--- config.mk ---
export PLATFORM = sky130hd
export DESIGN_NAME = ltii_ram
export DESIGN_NICKNAME = d
export VERILOG_FILES = /design/src/design/ltii_ram.sv
export SDC_FILE = /design/constraint.sdc
export NUM_CORES = 1
export LEC_CHECK = 0
export BUFFER_PORTS_ARGS = -buffer_cell sky130_fd_sc_hd__buf_2
export CORE_MARGIN = 2
export CORE_UTILIZATION = 45
export DETAILED_ROUTE_END_ITERATION = 10
export PLACE_DENSITY = 0.64
export SYNTH_ARGS = -nofsm -noshare
export SYNTH_HDL_FRONTEND = slang
export SYNTH_SLANG_ARGS = --single-unit
--- constraint.sdc ---
create_clock -name clock -period 2.1 [get_ports clock]
set_input_delay 0.105 -clock clock [delete_from_list [all_inputs] [get_ports clock]]
set_output_delay 0.105 -clock clock [all_outputs]
set_load 0.02 [all_outputs]
--- src/design/ltii_ram.sv ---
module ltii_ram #(
   parameter int WIDTH = 8,
   parameter int DEPTH = 16
) (
   input  logic                     clock,
   input  logic                     we,
   input  logic [$clog2(DEPTH)-1:0] waddr,
   input  logic [WIDTH-1:0]         wdata,
   input  logic [$clog2(DEPTH)-1:0] raddr,
   output logic [WIDTH-1:0]         rdata
);

   logic [WIDTH-1:0] mem_ff [DEPTH];
   logic [WIDTH-1:0] rdata_ff;

   always_ff @(posedge clock) begin
      if (we) begin
         mem_ff[waddr] <= wdata;
      end
      rdata_ff <= mem_ff[raddr];
   end

   assign rdata = rdata_ff;

endmodule

[Word-level counts from Yosys, hierarchy flattened]
Memories as Yosys holds them, arrays and structs flattened. A register that Yosys moved wholly into a read port is not among the register bits.
Index checks and enable logic that the tools add are counted.
Word-level totals
  input port bits: 18
  flip-flop bits (word level): 0
  word-level logic and storage cells: 3
  memory bits (writable): 128
  memories kept: 1
Operators by class
  multiplexer cells: 2
Memories
  mem_ff: words 16, width 8, rd ports 1, clocked after memory_dff 1, wr ports 1, RTL line 13  | logic [WIDTH-1:0] mem_ff [DEPTH];
Operator list (count)
  1-bit two-way mux: 2

[Logic depth before layout (Yosys ltp)]
Gate-level depths: netlist (run 1).
  word-level depth: 2
  depth in mapped cells: 5
  mapped depth without buffers: 3

[Worst setup path after synthesis (run 1)]
No wires, ideal clock.
  path kind: input to register
  start: in waddr[2]
  end: mem mem_ff[0][0], enable pin
  path slack: 0.502 ns
  stages: 2
  data required time: 1.717 ns
  buffers on the path: 0
  setup time: 0.383 ns
  data arrival time: 1.215 ns
  cell sequence: or3b_2 -> nor3_1
RTL lines
  start: declaration: RTL line 7  | input logic [$clog2(DEPTH)-1:0] waddr,
  end: declaration: RTL line 13
No word-level cell before the write port.

==> results.md, run 1 <==
Min path:
- Along the worst hold path, the cell count comes to 1.
- The hold path endpoint is mem_ff[1][1].
- The class of the tightest hold or removal check is input pin to flip-flop.
- In this run the most critical hold path is launched from wdata[1].

Power and ir drop:
- The part of the power in combinational logic is 4.6%.
- Net switching is 19.6% of the power.
- Cell internal power was estimated by the tool at 5.16 mW.
- Sequential cells burn 47.6% of the power.
- In this run the power spent charging and discharging nets is 1.25 mW.
- The worst voltage drop across the vdd grid is 427 µV.
- The total design power is 6.41 mW.
- The clock share of power is 47.8%.
- In this run the power density over the cells is between 1000 and 1500 nW/µm².
- Summed over all cells, the static leakage comes to 2.10 nW.

Floorplan:
- The number of cell rows is 39.
- The top-level I/O count is 26.
- The initial core utilization is 45.7%.
- In this run the vertical extent of the chip is around 110 µm.
- The horizontal die dimension is roughly 110 µm.
- The area of the die is 12,300 µm².
- The floorplan step defined a core boundary enclosing 11,300 µm².

Worst setup path:
- Along the worst path, the maximum fanout reaches 1.
- The startpoint of the most critical register-to-register path is mem_ff[1][2].
- Measured in cells, the most critical reg-to-reg path has a length of 3.
- The data arrival at the endpoint of the critical path is roughly 1.7 ns.
- STA classifies the critical path endpoint as a flip-flop.
- The category of the worst setup path launch point is a flip-flop.
- Setup slack on the worst reg-to-reg path comes out at 0.74 ns.
- The capture instance of the worst register-to-register path is rdata[2].
- The critical path in this run is classified as flip-flop to flip-flop.
- The required time of the critical path is approximately 2.4 ns.

STA:
- On the final layout, the worst clock skew is about 0.006 ns.
- The final number of hold-violating endpoints is 0.
- The slew at the pin closest to its max-slew limit is ~0.67 ns.
- Dividing the final minimum period by the clock period gives 65.0%.
- Setup repair after global routing left no endpoint under its margin.
- The count of pins over their slew limit was 0.
- The setup total negative slack is 0 ns.
- The final setup violation count is 0.
- Across all hold checks on the routed design, the worst slack comes to ~0.08 ns.
- The clock period minus final worst setup slack is 1.36 ns.
- Headroom to the max-slew limit came out at 55.5%.
- The timing-limited maximum frequency is 733 MHz.

Placed design:
- During placement, the flow inserted port buffers numbering 25.
- After detailed placement, the total cell area comes to 5530 µm².
- The routability-driven placement congestion ratio is 0.728.
- The half-perimeter wire length of the detailed placement result is 6250 µm.
- The cell count after placement is around 410.

Final layout:
- The filler cell count is 836.
- The share of post-route cells with drive strength above 1 is about 32%.
- 0 antenna diodes ended up in the layout.
- The area added between synthesis and finish is 19.4%.
- The post-layout instance count excluding filler cells is around 440.
- Leaving out fill and tap cells, the most frequent cell in the layout is edfxtp_1.
- The sequential cells in the finished layout cover a total of 4000 µm².
- The net count of the finished layout is 301.
- The top cell types in the final layout, fill and taps aside, are edfxtp_1 (128), buf_2 (25), buf_4 (19).
- The area of all placed cells without fillers is 6150 µm².
- The area taken by multi-input logic gates is 1060 µm².

Synth:
- After technology mapping, the gate count stands at between 200 and 250.
- Summed over all instances, the cell type with the most area after synthesis is edfxtp_1.
- After synthesis, the cell types taking the most area are edfxtp_1 (75%), mux4_2 (7.9%), mux4_1 (7.1%), dfxtp_1 (3.1%), a22oi_1 (2.3%).
- Synthesis produced a netlist with a net count of 247.
- The average instance area after synthesis is 22.5 µm².
- The number of unique standard cell types used by synthesis is 19.
- The summed instance area of the synthesized netlist is 5150 µm².
- The warning count from the yosys run is 0.
- The sequential share of the synthesized area is between 70% and 80%.
- The fraction of synthesized cell area taken by the top area cell type is between 70% and 80%.
- The register bit count reported by yosys is between 100 and 150.

Clocking:
- The buffer levels on the longest clock path is 2.
- The maximum level of the CTS H-tree is 4.
- After clock tree synthesis, the repair step resized 0 gates.
- The root buffer cell chosen for the clock tree is clkbuf_16.
- The number of buffers inserted during clock tree synthesis is 17.
- The clock reaches the later pin of the worst-skew pair after 0.41 ns.
- Clock-pin slew was measured on the worst setup and hold paths at 0.06 ns.
- Post-CTS timing repair inserted 0 buffers for setup.
- The hold-fix buffer count after cts is 0.
- The TritonCTS clock tree is built.
- The clock sink count is 136.

Global route:
- Global routing used 17.2% of the available tracks across all layers.
- The fraction of met2 tracks used by global routing is 27.7%.
- The initial antenna violation count is 0.
- For this run the aggregate overflow at the end of global routing stands at 0.
- The most heavily used metal layer in global routing is met2.
- The met1 global-route usage is 22.6%.
- Entering global routing, the biggest net connects 33 pins.
- The via count of the first global-routing pass is around 2,600.
- The met3 routing resource usage after global routing is 5.25%.
- The first-pass GRT wire length is 15,200 µm.

Run status:
- The run finished with clean final reports.

Detailed routing:
- In the routed layout, each cell is associated on average with a via count of 5.50.
- In this run the remaining antenna-violating nets after routing total 0.
- The first TritonRoute pass finished after 4 iterations.
- After the first detailed-routing iteration, the DRC count stood at 162.
- The vias after detailed routing is between 2,000 and 2,500.
- The remaining design rule violation count is 0.
- The average wire length per cell after detail routing is between 20 and 25 µm.
- The sum of routed wire length over all layers is about 9700 µm.

Job:
- Max-cap violations in this run came to 0.
==> state kept, by name, indices dropped and copies added, names as in the netlist <==
register / cells
mem_ff: 128
rdata: 8
==> final cells by class <==
type / count / area share (%)
Clock buffer: 18 / 7.14
Clock inverter: 14 / 2.93
Tap cell: 143 / 2.91
Multi-Input combinational cell: 83 / 17.2
Sequential cell: 136 / 65.1
Timing Repair Buffer: 45 / 4.68
==> critical path, cell delays in order (launching register included) <==
cell and delay (ns):
edfxtp_1 0.37, mux4_1 0.50, a22oi_1 0.29, nand2_1 0.09
==> worst max path at each step <==
stage | start | endpoint | slack (ns)
final | mem_ff[1][2] | rdata[2] | 0.74
after detailed placement | raddr[1] | rdata[2] | 0.53
after global placement | raddr[1] | rdata[3] | 0.53
after floorplan | waddr[2] | mem_ff[0][0] | 0.50
after global routing | mem_ff[6][2] | rdata[2] | 0.67
after CTS | mem_ff[1][2] | rdata[2] | 0.76
==> power groups by stage <==
stage                     clock [mW]  sequential [mW]  combinational, mW
after floorplan                    0             3.13              0.154
after global routing            3.22             3.06              0.322
final                           3.06             3.05              0.295
after CTS                       3.08             3.06              0.300
after detailed placement           0             3.11              0.298
after global placement             0             3.11              0.294
==> routing by layer <==
| metal | vias up | share of wire [%] |
|---|---|---|
| met4 | 0 | 1.2 |
| met3 | 9 | 5.7 |
| met2 | 86 | 50 |
| met5 | - | 0 |
| met1 | 1240 | 43 |
| li1 | 1078 | - |
==> synthesized netlist by cell type (all sizes together) <==
library cell   count
dfxtp              8
nor3               4
a22oi             16
and2               1
nand3b             2
buf                7
and2b              1
nor2              13
or3b               1
nand3              1
nand2              9
clkdlybuf4s25      3
nand2b             2
mux4              32
nor2b              1
edfxtp           128
==> kinds of logic (layout without fill, tap and decap cells) <==
family,Yosys count,count (layout),synth area share (%)
compound gates,16,16,2.33
buf+inv,10,77,1.68
mux,32,32,15.0
simple gates,35,35,3.18
flops,136,136,77.8
==> per-stage QoR <==
stage | setup slack, ns | util [%]
floorplan | 0.502 | -
global placement | 0.530 | 49.0
detailed placement | 0.532 | 49.0
CTS | 0.758 | 54.5
global route | 0.667 | 54.5
finish | 0.735 | 54.5
(Power assumes the default switching activity.)
==> inputs of run 2 (changes only) <==
==> constraint.sdc (replaced) <==
create_clock -name clock -period 1.4 [get_ports clock]
set_input_delay 0.07 -clock clock [delete_from_list [all_inputs] [get_ports clock]]
set_output_delay 0.07 -clock clock [all_outputs]
set_load 0.02 [all_outputs]
==> run 2 against run 1 <==
  * Clock-buffer cell count rose by 1
  * Fmax rose by 0.75%
  * Wire length rose by 1.7%
  * Sequential share of layout area fell by 0.34 points
  * Clock power rose by 41%
  * Non-clock buffer count rose by 3
  * Hold slack got worse by 0.027 ns
  * Flip-flop and latch count did not move
==> results.md, run 2 (synthesis gave the netlist of run 1 again) <==
Clocking:
- The cell at the root of the clock tree is clkbuf_16.
- The number of gates resized after CTS is 0 (unchanged).
- The number of buffers inserted during clock tree synthesis came to 17 (unchanged).
- The buffer levels on the longest clock path was 2 (unchanged).
- The TritonCTS clock tree is built.
- The maximum level of the CTS H-tree is 4 (unchanged).
- The clock sink count is 136 (unchanged).
- The clock latency on the worst-skew pair is 0.41 ns (about the same).
- The clock-pin slew on the worst setup and hold paths is 0.06 ns (about the same).
- The number of buffers inserted to repair setup after CTS is 0 (unchanged).
- The hold-fix buffer count after cts is 0 (unchanged).

Floorplan:
- The horizontal die dimension was 111 µm (unchanged).
- The placeable core region was 11,300 µm² (unchanged).
- The initial core utilization was 45.7% (unchanged).
- The area of the die was 12,300 µm² (unchanged).
- The number of cell rows is 39 (unchanged).
- The height of the die is 111 µm (unchanged).
- The top-level I/O count came to 26 (unchanged).

Final layout:
- The net count of the finished layout was 304 (+1.0%).
- The area added between synthesis and finish is 20.1%.
- The number of antenna repair diodes is 0 (unchanged).
- The flip-flop count of the largest register after layout is 128 (unchanged).
- In the layout the commonest cells are edfxtp_1 (128), buf_2 (25), buf_4 (20).
- The library cell used most frequently in the layout, excluding fill and tap cells, is edfxtp_1.
- The share of post-route cells with drive strength above 1 is 34.4% (+2.4 points).
- mem_ff holds more flip-flops than any other register.
- The post-layout instance count excluding filler cells came to 442 (+0.68%).

STA:
- The timing-limited maximum frequency is 738 MHz (+0.75%).
- The largest clock skew in the final design is 0.00656 ns (+0.000552 ns).
- The final setup violation count is 0 (unchanged).
- The relative slew slack is 35.8% (-20 points).
- The setup total negative slack is 0 ns (unchanged).
- The final number of hold-violating endpoints is 0 (unchanged).
- The count of pins over their slew limit was 0 (unchanged).
- The clock period minus final worst setup slack is 1.35 ns (-0.0101 ns).
- Setup repair after global routing left no endpoint under its margin.
- The final clock period utilization by the worst path came to 96.8% (+32 points).
- The worst setup margin was 0.0454 ns (-0.690 ns).
- The slew at the pin closest to its max-slew limit is 0.961 ns (+0.296 ns).

Worst setup path:
- On the critical path the largest part of the delay comes from multiplexers.
- The internal reg-to-reg setup slack is 0.05 ns (-0.69 ns).
- The element type at the critical path end is a flip-flop.
- The critical path's slowest cell is mux4_1.
- The depth of the worst register-to-register path is 3 (unchanged).
- The signal on the critical path passes through mux4_1 -> a22oi_2 -> nand2_1.
- The number of buffer and inverter stages on the critical path is 0 (unchanged).
- The stage delay of the slowest cell on the critical path is 0.52 ns (+0.02 ns).
- In this run the critical register-to-register path is launched from mem_ff[1][3].
- The data arrival at the endpoint of the critical path was 1.65 ns (about the same).
- The maximum fanout along the worst path was 1 (unchanged).
- The category of the worst setup path launch point is a flip-flop.
- The capture instance of the worst register-to-register path is rdata[3].
- The required time of the critical path is 1.70 ns (-0.69 ns).
- The type of the worst setup path is flip-flop to flip-flop.

Detailed routing:
- The vias after detailed routing came to 2,425 (+0.50%).
- The number of design-rule violations left by the first detailed-router iteration came to 239 (+48%).
- The final antenna-violating net count is 0 (unchanged).
- The average wire length per cell after detail routing is 22.3 µm (+1.0%).
- The number of search-and-repair iterations in the first detailed-routing pass came to 4 (unchanged).
- The remaining design rule violation count is 0 (unchanged).
- The sum of routed wire length over all layers is 9840 µm (+1.7%).
- The via-per-instance ratio is 5.49 (-0.18%).

Min path:
- The worst hold path begins at wdata[2].
- The class of the tightest hold or removal check is input pin to flip-flop.
- For hold timing, the worst endpoint is mem_ff[12][2].
- The count of cells along the worst hold path is 1 (unchanged).

Power and ir drop:
- The total leakage power was 2.09 nW (-0.58%).
- The total design power is 9.35 mW (+46%).
- The worst voltage drop across the vdd grid is 1030 µV (+140%).
- The power per cell area is 1510 nW/µm² (+45%).

Global route:
- The first-pass GRT wire length is 15,400 µm (+1.1%).
- The remaining global-route overflow is 0 (unchanged).
- The global router's overall resource usage came to 17.2% (about the same).
- The maximum number of pins on one net before global-route repair was 33 (unchanged).
- The initial antenna violation count came to 0 (unchanged).
- The via count of the first global-routing pass came to 2,554 (-0.43%).

Placed design:
- The number of buffers inserted by port buffering is 25 (unchanged).
- The routability-driven placement congestion ratio is 0.785 (+7.9%).
- The worst setup slack before clock tree synthesis is -0.160 ns (-0.693 ns).
- The half-perimeter wire length of the detailed placement result was 6320 µm (+1.1%).
- The cell count after placement is 410 (+0.74%).

Run status:
- The run finished with clean final reports.

Job:
- The number of max-cap violations is 0 (unchanged).
run 2: changes by cell type in the layout (fill, tap and decap cells not counted), moves of 2 or more:
cell	change
a22oi_2	+5
a22oi_1	-5
bufinv_16	-2
buf_12	+2
clkinvlp_4	+2
clkbuf_1	+2
clkinv_2	-5
inv_6	+4
run 2: layout make-up:
class	instances	area, µm²
Fill cell	854	5090
Sequential cell	136	4000
Multi-Input combinational cell	83	1080
Clock buffer	19	433
Timing Repair Buffer	48	335
Tap cell	143	179
Clock inverter	13	145
run 2: how the worst max path moves through the flow:
stage                  from            to  slack, ns  cells past startpoint
6_report       mem_ff[1][3]      rdata[3]       0.05                      3
2_1_floorplan      waddr[2]  mem_ff[3][0]       0.06                      2
5_1_grt        mem_ff[1][3]      rdata[3]       0.02                      3
4_1_cts        mem_ff[1][3]      rdata[3]      0.007                      3
3_5_place_dp       raddr[0]      rdata[3]      -0.16                      5
3_3_place_gp       raddr[0]      rdata[3]      -0.15                      5
run 2: stage by stage:
stage | utilization [%] | instance area [µm²] | hold slack [ns]
2_1_floorplan | - | 5150 | 0.169
3_3_place_gp | 49.5 | 5580 | 0.461
3_5_place_dp | 49.5 | 5580 | 0.468
4_1_cts | 54.6 | 6160 | 0.0402
5_1_grt | 54.8 | 6180 | 0.0480
6_report | 54.8 | 6180 | 0.0505
run 2: report_power, final:
part | switching, mW | internal [mW]
Clock | 1.66 | 2.64
Combinational | 0.274 | 0.199
Sequential | 0.0278 | 4.55
Total | 1.96 | 7.39
run 2: per-layer routing:
layer	up-vias	part of all wire (%)	global-route usage, %
li1	1088	-	-
met3	7	6.9	3.99
met1	1238	44	24.7
met4	0	0.58	5.50
met2	92	49	26.7
met5	-	0	0
==> inputs of run 3 (changes only) <==
--- a/config.mk
+++ b/config.mk
@@ -10,6 +10,7 @@
 export CORE_UTILIZATION = 45
 export DETAILED_ROUTE_END_ITERATION = 10
 export PLACE_DENSITY = 0.64
+export RECOVER_POWER = 25
 export SYNTH_ARGS = -nofsm -noshare
 export SYNTH_HDL_FRONTEND = slang
 export SYNTH_SLANG_ARGS = --single-unit
==> run 3 against run 2 <==
  * Wire length shrank 0.47%
  * Critical endpoint unchanged
  * Cell area shrank 0.14%
  * Hold slack gained 0.025 ns
  * Critical path type unchanged
  * Critical path depth is the same
  * Final cell count is the same
  * Register-to-register slack is essentially flat
  * Clock-buffer cell count is the same
  * First-iteration DRC count shrank 1.3%
  * Sequential share of layout area grew 0.092 points
  * Combinational power is essentially flat
  * Via count shrank 1.4%
  * Worst setup slack gained 0.00058 ns
==> results.md, run 3 (synthesis gave the netlist of run 1 again) <==
Worst setup path:
- The data arrival at the endpoint of the critical path is 1.66 ns (about the same).
- The type of the worst setup path is flip-flop to flip-flop.
- The element type at the critical path end is a flip-flop.
- The startpoint of the most critical register-to-register path is mem_ff[1][3].
- The timing startpoint of the critical path is mem_ff[1][3].
- The maximum fanout along the worst path is 1 (unchanged).
- Among all stages on the critical path, the largest delay is contributed by mux4_1.
- The required time of the critical path came to 1.70 ns (about the same).
- The category of the worst setup path launch point is a flip-flop.
- The stage delay of the slowest cell on the critical path is 0.52 ns (about the same).
- Traced cell by cell, the critical path runs through mux4_1 -> a22oi_2 -> nand2_1.

Detailed routing:
- The total met2 wirelength after detailed routing is 4780 µm (-0.67%).
- The wire length on met3 is 671 µm (-1.8%).
- The sum of routed wire length over all layers is 9800 µm (-0.47%).
- The remaining design rule violation count was 0 (unchanged).
- The average wire length per cell after detail routing came to 22.2 µm (-0.47%).
- The highest metal layer used by the detailed router is met4.
- The routed metal-1 wire length is 4280 µm (-0.30%).
- The number of search-and-repair iterations in the first detailed-routing pass was 4 (unchanged).
- The number of design-rule violations left by the first detailed-router iteration is 236 (-1.3%).
- The final antenna-violating net count came to 0 (unchanged).
- The vias after detailed routing is 2,391 (-1.4%).
- The via-per-instance ratio is 5.41 (-1.4%).

Final layout:
- The area taken by flip-flops and latches came to 4000 µm² (unchanged).
- The area added between synthesis and finish is 19.9%.
- The net count of the finished layout is 304 (unchanged).
- The number of antenna repair diodes is 0 (unchanged).
- The library cell used most frequently in the layout, excluding fill and tap cells, is edfxtp_1.
- The post-layout instance count excluding filler cells is 442 (unchanged).
- The area taken by multi-input logic gates is 1080 µm² (unchanged).
- Leaving out fill and tap cells, the most frequent cells in the layout are edfxtp_1 (128), buf_4 (20), mux4_2 (19).
- The flip-flop count of the largest register after layout was 128 (unchanged).
- The filler cell count was 854 (unchanged).
- The share of post-route cells with drive strength above 1 is 32.1% (-2.3 points).
- The register ranked first by flip-flop count is mem_ff.
- The final design utilization is 54.7% (-0.078 points).

Floorplan:
- The number of cell rows came to 39 (unchanged).
- The height of the die is 111 µm (unchanged).
- The horizontal die dimension came to 111 µm (unchanged).
- The placeable core region is 11,300 µm² (unchanged).
- The top-level I/O count is 26 (unchanged).
- The area of the die is 12,300 µm² (unchanged).
- The initial core utilization is 45.7% (unchanged).

STA:
- The worst setup margin is 0.0460 ns (+0.000578 ns).
- The count of pins over their slew limit came to 0 (unchanged).
- The largest clock skew in the final design is 0.0113 ns (+0.00473 ns).
- The slew at the pin closest to its max-slew limit is 0.974 ns (+0.0124 ns).
- The final setup violation count is 0 (unchanged).
- The setup total negative slack came to 0 ns (unchanged).
- The timing-limited maximum frequency is 739 MHz (about the same).
- The relative slew slack was 35.0% (-0.83 points).
- The final number of hold-violating endpoints is 0 (unchanged).
- The final clock period utilization by the worst path is 96.7% (about the same).
- The tightest hold margin is 0.0756 ns (+0.0250 ns).
- Setup repair after global routing left no endpoint under its margin.
- The clock period minus final worst setup slack is 1.35 ns (-0.000578 ns).

Power and ir drop:
- The part of the power in combinational logic came to 5.0% (about the same).
- The internal power of the cells was 7.39 mW (about the same).
- The clock share of power is 46.0% (about the same).
- The total leakage power is 2.07 nW (-0.92%).
- The power per cell area is 1510 nW/µm² (+0.10%).
- The net switching component of the power is 1.96 mW (about the same).
- The share of total power consumed by net switching is 21.0% (about the same).
- The worst voltage drop across the vdd grid was 1040 µV (+0.73%).
- The share of total power in sequential cells is 49.0% (about the same).

Global route:
- The initial antenna violation count came to 0 (unchanged).
- The maximum number of pins on one net before global-route repair is 33 (unchanged).
- The first-pass GRT wire length is 15,400 µm (unchanged).
- The global router's overall resource usage is 17.2% (unchanged).
- The via count of the first global-routing pass is 2,554 (unchanged).
- The remaining global-route overflow is 0 (unchanged).

Clocking:
- The cell at the root of the clock tree is clkbuf_16.
- The buffer levels on the longest clock path came to 2 (unchanged).
- The number of buffers inserted during clock tree synthesis was 17 (unchanged).
- The clock latency on the worst-skew pair is 0.41 ns (about the same).
- The number of buffers inserted to repair setup after CTS is 0 (unchanged).
- The maximum level of the CTS H-tree came to 4 (unchanged).
- The clock-pin slew on the worst setup and hold paths is 0.06 ns (about the same).
- The clock sink count is 136 (unchanged).
- The TritonCTS clock tree is built.

Run status:
- The flow ran to the end, and the final reports show no timing, DRC or antenna violations.

Placed design:
- The number of buffers inserted by port buffering is 25 (unchanged).
- The worst setup slack before clock tree synthesis is -0.160 ns (unchanged).
- The cell count after placement came to 410 (unchanged).
- The routability-driven placement congestion ratio was 0.785 (unchanged).
- The half-perimeter wire length of the detailed placement result is 6320 µm (unchanged).

Min path:
- The class of the tightest hold or removal check is input pin to flip-flop.
- The worst hold path begins at wdata[4].

Job:
- The number of max-cap violations is 0 (unchanged).
-- run 3: changes by cell type in the layout (fill, tap and decap cells not counted) --
cell      delta
clkbuf_1     +7
buf_2        -7
-- run 3: what timing repair did --
item | 4_1_cts | 5_1_grt
gates resized for setup | 0 | 6
endpoints found under the setup margin | 0 | 5
hold buffers | 0 | 0
-- run 3: cell type report --
cell class | instances | share of cell area (%)
Sequential cell | 136 | 64.9
Multi-Input combinational cell | 83 | 17.6
Clock buffer | 19 | 7.02
Timing Repair Buffer | 48 | 5.29
Tap cell | 143 | 2.90
Clock inverter | 13 | 2.35
-- run 3: stage by stage --
step	cell area [µm²]	total power [mW]
after floorplan	5150	4.92
after global placement	5580	5.12
after detailed placement	5580	5.13
after CTS	6160	9.40
after global routing	6170	9.64
final	6170	9.35
-- run 3: power by group through the flow --
stage | Sequential (mW) | Combinational [mW] | Clock, mW
after floorplan | 4.69 | 0.231 | 0
after global placement | 4.66 | 0.456 | 0
after detailed placement | 4.67 | 0.466 | 0
after CTS | 4.58 | 0.467 | 4.35
after global routing | 4.59 | 0.510 | 4.54
final | 4.58 | 0.470 | 4.30
-- run 3: worst paths after layout --
path	cells past startpoint	endpoint	slack, ns
worst max register to register	3	rdata[3]	0.05
worst min-delay path	1	mem_ff[4][4]	0.08
worst max-delay path	3	rdata[3]	0.05
worst min register to register	3	rdata[7]	0.68
-- run 3: per-layer routing --
metal	GRT usage (%)	up-vias
met2	26.7	79
li1	-	1091
met1	24.7	1213
met4	5.50	0
met3	3.99	8
met5	0	-
-- run 3: critical path: cells and delay by family, from the launching register on --
kind	cells	cell delay (ns)
AND/OR/NAND/NOR	1	0.08
AO/OA/AOI/OAI	1	0.28
multiplexers	1	0.52
flip-flops	1	0.36
